===== src/rtl/ewc_pkg.sv =====
// Shared types and constants for the ElGamal word cipher core.
// No dependencies; used by ewc_mulmod and elgamal_word_cipher_core.
package ewc_pkg;

    localparam int FIELD_W      = 31;
    localparam int MOD_BITS_DEF = 31;
    localparam int CFG_IDX_W    = 2;

    localparam logic [CFG_IDX_W-1:0] CFG_MODULUS    = 2'd0;
    localparam logic [CFG_IDX_W-1:0] CFG_GENERATOR  = 2'd1;
    localparam logic [CFG_IDX_W-1:0] CFG_PUBLIC_KEY = 2'd2;
    localparam logic [CFG_IDX_W-1:0] CFG_SECRET_KEY = 2'd3;

    localparam logic [FIELD_W-1:0] MODULUS_RST    = 31'd3;
    localparam logic [FIELD_W-1:0] GENERATOR_RST  = 31'd2;
    localparam logic [FIELD_W-1:0] PUBLIC_KEY_RST = 31'd1;
    localparam logic [FIELD_W-1:0] SECRET_KEY_RST = 31'd0;

    localparam logic OP_ENCRYPT = 1'b0;
    localparam logic OP_DECRYPT = 1'b1;

    typedef struct packed {
        logic               op;
        logic [FIELD_W-1:0] word_in;
        logic [FIELD_W-1:0] ephemeral;
        logic [FIELD_W-1:0] shared_part;
    } t_in_beat;

    typedef struct packed {
        logic [FIELD_W-1:0] part_out;
        logic [FIELD_W-1:0] word_out;
    } t_out_beat;

endpackage


===== src/rtl/ewc_mulmod.sv =====
// Bit-serial modular multiplier: a * b mod p, one bit of b per cycle, MSB first.
// Depends on ewc_pkg. With a = 1 it reduces b mod p.
module ewc_mulmod #(
    parameter int MOD_BITS = ewc_pkg::MOD_BITS_DEF
) (
    input  logic                        i_clk,
    input  logic                        i_rst_n,
    input  logic                        i_start,
    input  logic [MOD_BITS-1:0]         i_a,
    input  logic [ewc_pkg::FIELD_W-1:0] i_b,
    input  logic [MOD_BITS-1:0]         i_p,
    output logic                        o_done,
    output logic [MOD_BITS-1:0]         o_res
);

    localparam int FW    = ewc_pkg::FIELD_W;
    localparam int TW    = MOD_BITS + 2;
    localparam int CNT_W = $clog2(FW + 1);

    logic [MOD_BITS-1:0] r_acc, n_acc;
    logic [MOD_BITS-1:0] r_a;
    logic [FW-1:0]       r_b;
    logic [CNT_W-1:0]    r_cnt;
    logic                r_busy;
    logic                r_done;

    logic [TW-1:0] t_sum;
    logic [TW-1:0] p1;
    logic [TW-1:0] p2;

    // acc stays below p, so 2*acc + a is below 3p: one of three picks reduces it
    always_comb begin
        p1    = TW'(i_p);
        p2    = TW'({i_p, 1'b0});
        t_sum = TW'({r_acc, 1'b0}) + (r_b[FW-1] ? TW'(r_a) : '0);
        if (t_sum >= p2) begin
            n_acc = MOD_BITS'(t_sum - p2);
        end else if (t_sum >= p1) begin
            n_acc = MOD_BITS'(t_sum - p1);
        end else begin
            n_acc = MOD_BITS'(t_sum);
        end
    end

    always_ff @(posedge i_clk) begin
        if (!i_rst_n) begin
            r_busy <= 1'b0;
            r_done <= 1'b0;
            r_cnt  <= '0;
        end else begin
            r_done <= 1'b0;
            if (i_start) begin
                r_busy <= 1'b1;
                r_cnt  <= CNT_W'(FW);
            end else if (r_busy) begin
                r_cnt <= r_cnt - CNT_W'(1);
                if (r_cnt == CNT_W'(1)) begin
                    r_busy <= 1'b0;
                    r_done <= 1'b1;
                end
            end
        end
    end

    always_ff @(posedge i_clk) begin
        if (i_start) begin
            r_acc <= '0;
            r_a   <= i_a;
            r_b   <= i_b;
        end else if (r_busy) begin
            r_acc <= n_acc;
            r_b   <= {r_b[FW-2:0], 1'b0};
        end
    end

    assign o_done = r_done;
    assign o_res  = r_acc;

endmodule


===== src/rtl/elgamal_word_cipher_core.sv =====
// ElGamal word cipher core: encrypt or decrypt one word per input beat.
// Depends on ewc_pkg and ewc_mulmod (one shared bit-serial modular multiplier).
//
//   Channel   Direction   Handshake                 Beat
//   in        to core     i_in_valid / o_in_stall   ewc_pkg::t_in_beat
//   out       from core   o_out_valid / i_out_stall ewc_pkg::t_out_beat
//   cfg       to core     i_cfg_valid / o_cfg_ready index + 31-bit data
//
// Every modular product runs on the single multiplier.
// Encrypt: 3 reductions + 2 powers + 1 product; decrypt: 2 reductions + 2 powers
// + 1 product. A power costs 31 squarings plus one product per set exponent bit.
// A modulus below two skips all work and answers with zero in both fields.
// Reset is synchronous; registers return to p=3, g=2, h=1, x=0. One item is
// in work at a time; the output register holds a finished beat under stall
// while the next item is accepted and computed.
module elgamal_word_cipher_core #(
    parameter int MOD_BITS = ewc_pkg::MOD_BITS_DEF
) (
    input  logic                          i_clk,
    input  logic                          i_rst_n,
    input  logic                          i_in_valid,
    output logic                          o_in_stall,
    input  ewc_pkg::t_in_beat             i_in_data,
    output logic                          o_out_valid,
    input  logic                          i_out_stall,
    output ewc_pkg::t_out_beat            o_out_data,
    input  logic                          i_cfg_valid,
    output logic                          o_cfg_ready,
    input  logic [ewc_pkg::CFG_IDX_W-1:0] i_cfg_index,
    input  logic [ewc_pkg::FIELD_W-1:0]   i_cfg_data
);

    localparam int FW    = ewc_pkg::FIELD_W;
    localparam int BIT_W = $clog2(FW);

    localparam logic [2:0] ST_IDLE = 3'd0;
    localparam logic [2:0] ST_RW   = 3'd1;  // reduce word
    localparam logic [2:0] ST_RB   = 3'd2;  // reduce first base
    localparam logic [2:0] ST_P1   = 3'd3;  // first power
    localparam logic [2:0] ST_RH   = 3'd4;  // reduce public key
    localparam logic [2:0] ST_P2   = 3'd5;  // second power
    localparam logic [2:0] ST_FM   = 3'd6;  // final product
    localparam logic [2:0] ST_PUT  = 3'd7;  // hand result to output register

    logic [FW-1:0] r_mod, r_gen, r_pub, r_sec;

    logic [2:0]          r_state, n_state;
    logic                r_wait, n_wait;
    ewc_pkg::t_in_beat   r_in, n_in;
    logic [MOD_BITS-1:0] r_word, n_word;
    logic [MOD_BITS-1:0] r_base, n_base;
    logic [MOD_BITS-1:0] r_acc, n_acc;
    logic [MOD_BITS-1:0] r_part, n_part;
    logic [FW-1:0]       r_exp, n_exp;
    logic [BIT_W-1:0]    r_ebit, n_ebit;
    logic                r_sq, n_sq;
    logic                r_out_valid, n_out_valid;
    ewc_pkg::t_out_beat  r_out, n_out;

    logic [MOD_BITS-1:0] p;
    logic [MOD_BITS-1:0] p_m2;
    logic                mul_start;
    logic [MOD_BITS-1:0] mul_a;
    logic [FW-1:0]       mul_b;
    logic                mul_done;
    logic [MOD_BITS-1:0] mul_res;
    logic                step_go;
    logic                pow_last;

    assign p    = r_mod[MOD_BITS-1:0];
    assign p_m2 = p - MOD_BITS'(2);

    // configuration registers
    assign o_cfg_ready = 1'b1;

    always_ff @(posedge i_clk) begin
        if (!i_rst_n) begin
            r_mod <= ewc_pkg::MODULUS_RST;
            r_gen <= ewc_pkg::GENERATOR_RST;
            r_pub <= ewc_pkg::PUBLIC_KEY_RST;
            r_sec <= ewc_pkg::SECRET_KEY_RST;
        end else if (i_cfg_valid) begin
            case (i_cfg_index)
                ewc_pkg::CFG_MODULUS:    r_mod <= i_cfg_data;
                ewc_pkg::CFG_GENERATOR:  r_gen <= i_cfg_data;
                ewc_pkg::CFG_PUBLIC_KEY: r_pub <= i_cfg_data;
                ewc_pkg::CFG_SECRET_KEY: r_sec <= i_cfg_data;
                default: ;
            endcase
        end
    end

    ewc_mulmod #(
        .MOD_BITS (MOD_BITS)
    ) u_mulmod (
        .i_clk   (i_clk),
        .i_rst_n (i_rst_n),
        .i_start (mul_start),
        .i_a     (mul_a),
        .i_b     (mul_b),
        .i_p     (p),
        .o_done  (mul_done),
        .o_res   (mul_res)
    );

    // operand select for the shared multiplier
    always_comb begin
        mul_a = MOD_BITS'(1);
        mul_b = r_in.word_in;
        case (r_state)
            ST_RW: begin
                mul_b = r_in.word_in;
            end
            ST_RB: begin
                mul_b = (r_in.op == ewc_pkg::OP_DECRYPT) ? r_in.shared_part : r_gen;
            end
            ST_RH: begin
                mul_b = r_pub;
            end
            ST_P1, ST_P2: begin
                mul_a = r_acc;
                mul_b = r_sq ? FW'(r_acc) : FW'(r_base);
            end
            ST_FM: begin
                mul_a = r_word;
                mul_b = FW'(r_acc);
            end
            default: ;
        endcase
    end

    assign step_go  = r_wait && mul_done;
    // the bit is finished after its squaring when clear, after its product when set
    assign pow_last = (r_ebit == '0) && !(r_sq && r_exp[FW-1]);

    always_comb begin
        n_state     = r_state;
        n_wait      = r_wait;
        n_in        = r_in;
        n_word      = r_word;
        n_base      = r_base;
        n_acc       = r_acc;
        n_part      = r_part;
        n_exp       = r_exp;
        n_ebit      = r_ebit;
        n_sq        = r_sq;
        n_out       = r_out;
        n_out_valid = r_out_valid && i_out_stall;
        mul_start   = 1'b0;

        if (r_state != ST_IDLE && r_state != ST_PUT && !r_wait) begin
            mul_start = 1'b1;
            n_wait    = 1'b1;
        end else if (step_go) begin
            n_wait = 1'b0;
        end

        case (r_state)
            ST_IDLE: begin
                if (i_in_valid) begin
                    n_in   = i_in_data;
                    n_part = '0;
                    if (p < MOD_BITS'(2)) begin
                        n_acc   = '0;
                        n_state = ST_PUT;
                    end else begin
                        n_state = ST_RW;
                    end
                end
            end
            ST_RW: begin
                if (step_go) begin
                    n_word  = mul_res;
                    n_state = ST_RB;
                end
            end
            ST_RB, ST_RH: begin
                if (step_go) begin
                    n_base  = mul_res;
                    n_acc   = MOD_BITS'(1);
                    n_ebit  = BIT_W'(FW - 1);
                    n_sq    = 1'b1;
                    if (r_state == ST_RH) begin
                        n_exp   = r_in.ephemeral;
                        n_state = ST_P2;
                    end else begin
                        n_exp   = (r_in.op == ewc_pkg::OP_DECRYPT) ? r_sec : r_in.ephemeral;
                        n_state = ST_P1;
                    end
                end
            end
            ST_P1, ST_P2: begin
                if (step_go) begin
                    n_acc = mul_res;
                    if (r_sq && r_exp[FW-1]) begin
                        n_sq = 1'b0;
                    end else begin
                        n_sq   = 1'b1;
                        n_exp  = {r_exp[FW-2:0], 1'b0};
                        n_ebit = r_ebit - BIT_W'(1);
                    end
                    if (pow_last) begin
                        if (r_state == ST_P2) begin
                            n_state = ST_FM;
                        end else if (r_in.op == ewc_pkg::OP_DECRYPT) begin
                            // invert the shared value: raise it to p-2
                            n_base  = mul_res;
                            n_acc   = MOD_BITS'(1);
                            n_exp   = FW'(p_m2);
                            n_ebit  = BIT_W'(FW - 1);
                            n_sq    = 1'b1;
                            n_state = ST_P2;
                        end else begin
                            n_part  = mul_res;
                            n_state = ST_RH;
                        end
                    end
                end
            end
            ST_FM: begin
                if (step_go) begin
                    n_acc   = mul_res;
                    n_state = ST_PUT;
                end
            end
            ST_PUT: begin
                if (!r_out_valid || !i_out_stall) begin
                    n_out.part_out = FW'(r_part);
                    n_out.word_out = FW'(r_acc);
                    n_out_valid    = 1'b1;
                    n_state        = ST_IDLE;
                end
            end
            default: begin
                n_state = ST_IDLE;
            end
        endcase
    end

    always_ff @(posedge i_clk) begin
        if (!i_rst_n) begin
            r_state     <= ST_IDLE;
            r_wait      <= 1'b0;
            r_out_valid <= 1'b0;
        end else begin
            r_state     <= n_state;
            r_wait      <= n_wait;
            r_out_valid <= n_out_valid;
        end
    end

    always_ff @(posedge i_clk) begin
        r_in   <= n_in;
        r_word <= n_word;
        r_base <= n_base;
        r_acc  <= n_acc;
        r_part <= n_part;
        r_exp  <= n_exp;
        r_ebit <= n_ebit;
        r_sq   <= n_sq;
        r_out  <= n_out;
    end

    assign o_in_stall  = (r_state != ST_IDLE);
    assign o_out_valid = r_out_valid;
    assign o_out_data  = r_out;

endmodule

===== config.mk =====
export PLATFORM = sky130hd
export DESIGN_NAME = elgamal_word_cipher_core
export DESIGN_NICKNAME = d
export VERILOG_FILES = /design/src/rtl/ewc_pkg.sv /design/src/rtl/ewc_mulmod.sv /design/src/rtl/elgamal_word_cipher_core.sv
export SDC_FILE = /design/constraint.sdc
export NUM_CORES = 1
export LEC_CHECK = 0
export BUFFER_PORTS_ARGS = -buffer_cell sky130_fd_sc_hd__buf_2
export CAP_MARGIN = 20
export CORE_MARGIN = 2
export CORE_UTILIZATION = 65
export CTS_CLUSTER_DIAMETER = 60
export DETAILED_ROUTE_END_ITERATION = 8
export PLACE_DENSITY = 0.84
export SYNTH_ARGS = -nofsm -noshare
export SYNTH_HDL_FRONTEND = slang
export SYNTH_SLANG_ARGS = --single-unit

===== constraint.sdc =====
create_clock -name i_clk -period 13.1 [get_ports i_clk]
set_clock_uncertainty 0.1 [all_clocks]
set_input_delay 0.655 -clock i_clk [delete_from_list [all_inputs] [get_ports i_clk]]
set_output_delay 0.655 -clock i_clk [all_outputs]
set_load 0.005 [all_outputs]

# == After elaboration in Yosys (flattened, before gate mapping) ==
# Cells that the tools add are included.
# Widths: inputs -> output; s select.
# totals
regBits,546
wordCells,170
out_inout_bits,65
input_bits,132
# op_classes
n_addsub,6
n_eq_ne,23
order_cmp,3
bitwise_logic,2
muxes,75
n_reduce_logical,35
# ops
operator,count
$mux 31,32
$pmux 31 s2,4
$pmux 31 s4,2
$sub 31x31->31,2
$mux 5,8
$add 32x31->33,1
$ge 33x31->1,1
$ge 33x32->1,1
$lt 31x2->1 const B,1
$sub 31x2->31 const B,1
$mux 3,9
$ne 2x2->1 const B,11
$pmux 3 s6,1
$reduce_and 6->1,3
$mux 1,16
$reduce_and 2->1,7
$eq 3x3->1 const B,4
$pmux 5 s2,1
$sub 5x1->5 const B,2
$reduce_bool 2->1,4
$reduce_and 7->1,1
$eq 3x2->1 const B,2
$logic_and 1x1->1,6
$eq 5x1->1 const B,1
other kinds (17),23

# == Longest topological paths before layout ==
# depth
depth_word,7
ltp_mapped,24
depth_no_buf,22

# == Cells and area by module ==
# A second synthesis with hierarchy kept.
# unflattened
hier_cells,2557
area_unflattened_um2,27012.2
# by_module_without_submodules
module,seq_area_each_um2,cells_each,n_inst,area_each_um2
elgamal_word_cipher_core,12101.6,1539,1,17983.5
ewc_mulmod,2622.5,1018,1,9028.7

# == Least setup slack after synthesis ==
# OpenSTA, ideal clock, no wires.
# synth_path
path_kind,reg2reg
start,register r_mod[1] (netlist: p[1])
end,register r_acc[0] (enable)
period_less_slack_ns,5.395
stages_incl_launch_ff,10
path_slack_ns,7.705
path_buffers,0
arrival_ns,4.828
required_time_ns,12.534
setup_ns,0.466
path_cell_list,dfxtp_1 inv_1 ha_1 nand2_1 or4_1 or3_1 or4_4 nor4_4 a21oi_1 a211oi_1
# synth_between
elab_chain_len,3
# synth_rtl
item,line,rtl
start: declaration,elgamal_word_cipher_core.sv:45,"logic [FW-1:0] r_mod, r_gen, r_pub, r_sec;"
start signal: assignment,elgamal_word_cipher_core.sv:78,r_mod <= ewc_pkg::MODULUS_RST;
start signal: assignment,elgamal_word_cipher_core.sv:84,ewc_pkg::CFG_MODULUS: r_mod <= i_cfg_data;
$lt 31x2->1,elgamal_word_cipher_core.sv:163,if (p < MOD_BITS'(2)) begin
$ne 2x2->1 (no line),n/a,
$reduce_and 6->1 (no line),n/a,
end signal: assignment,elgamal_word_cipher_core.sv:256,r_acc <= n_acc;
end: declaration,elgamal_word_cipher_core.sv:52,"logic [MOD_BITS-1:0] r_acc, n_acc;"
# Every way passes these cells.
# A chain may end at the register's enable or synchronous reset.

# == Worst setup path in the final report ==
# layout_path
start,register u_mulmod.r_b[30]
end,register u_mulmod.r_acc[23] (netlist: u_mulmod.o_res[23])
# layout_between
elab_chain_len,5
elab_cells_between_ends,8
classes_between,add/sub (3); order compare (2); mux (3)
# layout_rtl
item,line,rtl
start: declaration,ewc_mulmod.sv:22,logic [FW-1:0] r_b;
start signal: assignment,ewc_mulmod.sv:69,r_b <= i_b;
start signal: assignment,ewc_mulmod.sv:72,"r_b <= {r_b[FW-2:0], 1'b0};"
$mux 31 *,ewc_mulmod.sv:35,"t_sum = TW'({r_acc, 1'b0}) + (r_b[FW-1] ? TW'(r_a) : '0);"
$add 32x31->33 *,ewc_mulmod.sv:35,
$sub 31x31->31 / $ge 33x31->1 (equally long branches),"ewc_mulmod.sv:39, ewc_mulmod.sv:38",
$mux 31,ewc_mulmod.sv:38,end else if (t_sum >= p1) begin
$mux 31 *,ewc_mulmod.sv:36,if (t_sum >= p2) begin
end signal: assignment,ewc_mulmod.sv:71,r_acc <= n_acc;
end: declaration,ewc_mulmod.sv:20,"logic [MOD_BITS-1:0] r_acc, n_acc;"
# Every way passes the cells marked *; elsewhere a longest branch is shown, timed or not.

==> flow_summary.toml <==
[synth]
synth-simple-area-share_pct = 14.2
yosysSeqAreaShare_pct = 55.1
synth-compound-area-share_pct = 16.2
synth_xor_area_share_pct = 3.54
synth_largest_area_cell = "edfxtp_1"
synth_top_family_by_area = "compound AO/OA/AOI/OAI gates"
synthTopCellsByCount = "455 x nand2_1, 379 x edfxtp_1, 214 x a21oi_1, 167 x dfxtp_1, 111 x nor2_1"
synth_flop_cell = "edfxtp_1"
ys_ff_latch = 546
yosysWarnings = 0
synth_edf_count = 379
syn_inst = 2536
syn-num-nets = 2771
syn_area_um2 = 26700
synth.most_common_cell = "nand2_1"
synth_adder_area_share_pct = 4.91
synth_cell_types = 83
synthArstFlopShare_pct = 0
synth_top_area_share_pct = 42.6
synthTopCellsByArea = "edfxtp_1 43%, dfxtp_1 13%, nand2_1 6.4%, ha_1 4.7%, a21oi_1 4.0%"
synth_mux_area_share_pct = 3.19
avgSynthCellArea_um2 = 10.5

[layout]
design_area_um2 = 30100
areaGrowthSynthToFinish_pct = 12.8
nNetsFinal = 2923
layout-drive-gt1-share_pct = 12.8

[detailed_routing]
drc_errors = 0
routed_via_density = 6.66
ant_nets = 0
drt-pass1-iter-count = 8
wl_per_cell_um = 26.0
num_vias = 21800
drt-total-wl_um = 84800
drtIter0Drc = 2782

[sta]
relSlewSlack_pct = 19.1
setup_slack_ps = 5520
setup_viol = 0
report.final.slew_viol_count = 0
hold_violations = 0
min_period_ps = 7580
tightestPinTransition_ps = 1200
max_freq_mhz = 132
period_share_pct = 57.9
fin_setup_tns_ps = 0
rsz0062_at_grt = "no"

[place]
postPlaceCellArea_um2 = 28200
hpwl_um = 57900
io_buffers = 195
post-place-ws_ps = 5710
gp_congestion = 0.953

[power_and_ir_drop]
comb_power_share_pct = 50.4
vdd_ir_drop_max_mv = 0.153
leakage_uw = 0.0114
switching_share_pct = 43.3
seqPwrFrac_pct = 30.2
p_clk_share_pct = 19.4
power.net_switching_uw = 3720
p_int_uw = 4860
powerDensity_nw_per_um2 = 285

[grt]
grt_overflow = 0
antenna_found_initial = 2
grt_usage_pct = 39.2
grt_pass1_vias = 20700
grt_max_degree = 81
grt_pass1_wl_um = 124000

[clock_tree]
cts_tree = "done"
htree_levels = 2
cts_resized = 0
path_clk_slew_ps = 70
cts_post_setup_buffers_inserted = 0
cts_num_sinks = 546
cts_buffers = 56
cts_hold_buffers = 0
cts_root_buf = "clkbuf_16"
clkLatencyLatePin_ps = 630
clock_path_buffers = 3

[status]
run_status = "finished, final reports clean"

[die]
coreArea_um2 = 40700
start_util_pct = 65.6
die_x_um = 207
rows = 74
dieArea_um2 = 42700
dieHeight_um = 207
ios = 197

[setup_path]
cp_max_fo = 31
arrival_ps = 7980
worstPathRequired_ps = 13500
crit_path_end_kind = "register"
path_class = "register to register"
start_kind = "register"

[job]
cap_violations = 0

[min_path]
hold_path_class = "primary input to register"
-- cell usage in the layout, fill, tap and decap left out, types with 12 or more instances in the layout --
cell type	Yosys	routed
nand2_1	455	453
edfxtp_1	379	379
a21oi_1	214	212
buf_2	5	195
dfxtp_1	167	167
o21ai_0	110	110
nor2_1	111	109
ha_1	100	100
and2_1	98	97
mux2i_1	83	83
xnor2_1	73	73
inv_1	60	57
clkbuf_16	0	57
nand3_1	47	47
a31oi_1	43	42
xor2_1	35	35
a221oi_1	33	33
a22o_1	33	33
a21o_1	31	31
buf_4	2	30
o211ai_1	28	28
nor3_1	28	26
o21a_1	20	20
a21boi_0	17	17
and3_1	16	16
nand2b_1	16	16
o221ai_1	14	14
a311o_1	14	14
a211oi_1	14	13
nand4_1	12	12
o21bai_1	12	12
o21ai_1	12	12
-- routing by layer --
metal | vias up | global-route usage (%) | share of wire, %
met5 | - | 0 | 0
met1 | 10400 | 52.2 | 37
met4 | 0 | 20.8 | 5.9
met2 | 1531 | 61.2 | 45
met3 | 255 | 7.60 | 12
li1 | 9585 | - | -
-- cells by family (layout without fill, tap and decap cells) --
kind of cell	after synthesis	in the layout
and+or+nand+nor	837	837
AOI/OAI and AO/OA	663	663
DFF	546	546
buffers and inverters	193	391
xor gates and xnor gates	108	108
adders and majority gates	103	103
muxes	85	85
other	1	2
-- registers in the layout (all words and copies together) (netlist names) --
| name | flops |
|---|---|
| r_sec | 31 |
| u_mulmod.r_cnt | 5 |
| r_acc | 31 |
| u_mulmod.r_b | 31 |
| u_mulmod.r_a | 31 |
| r_sq | 1 |
| u_mulmod.o_res | 31 |
| u_mulmod.r_busy | 1 |
| r_in | 94 |
| r_pub | 31 |
| o_out_valid | 1 |
| r_part | 31 |
| r_exp | 31 |
| r_wait | 1 |
| r_base | 31 |
| o_out_data | 62 |
| r_word | 31 |
| r_ebit | 5 |
| u_mulmod.o_done | 1 |
| p | 31 |
| r_state | 3 |
| r_gen | 31 |
-- through the flow --
stage               utilization [%]  instances  power (uW)  hold WS, ps
global placement               69.2       3160        6740          302
global route                   74.0       3266        9000         85.8
finish                         74.0       3267        8580         96.2
CTS                            74.0       3266        8470         78.1
detailed placement             69.3       3162        6790          305
floorplan                         -       2536        5560          300
-- path summary, 6_finish.rpt --
kind	end	depth (start not counted)	from	slack, ps
hold / removal	r_in[75]	1	i_in_data[75]	100
hold reg to reg	o_out_data[60]	0	r_part[29]	320
setup / recovery	u_mulmod.o_res[23]	20	u_mulmod.r_b[30]	5520
setup reg to reg	u_mulmod.o_res[23]	20	u_mulmod.r_b[30]	5520
-- layout make-up --
type | instances | area, um2
sequential | 546 | 14700
multi-input combinational | 1797 | 11400
fill | 2656 | 10600
clock buffer | 63 | 1460
timing repair buffer | 227 | 1240
tap | 532 | 666
clock inverter | 41 | 463
inverter | 60 | 226
antenna | 1 | 2.50
-- critical path: stages, from the launching register on --
cell and delay, ps:
edfxtp_1 740, and2_1 290, ha_1 350, o211ai_1 120
o21bai_1 230, o31ai_1 190, o41ai_2 980, and2_1 250
a21oi_1 80, xnor2_1 340, ha_1 380, a21oi_1 250
o21ai_1 120, and2_1 170, o41ai_1 400, o211ai_2 220
a221o_1 400, a211o_1 640, nor2_1 840, nand2_1 110
o211a_1 240
-- power by group through the flow --
| stage | logic, uW | registers (uW) | clock network, uW |
|---|---|---|---|
| 3_3_place_gp | 4150 | 2590 | 0 |
| 3_5_place_dp | 4190 | 2600 | 0 |
| 2_1_floorplan | 3090 | 2480 | 0 |
| 6_report | 4330 | 2590 | 1660 |
| 4_1_cts | 4230 | 2580 | 1670 |
| 5_1_grt | 4670 | 2610 | 1730 |
Power figures use the tool's default switching activity.
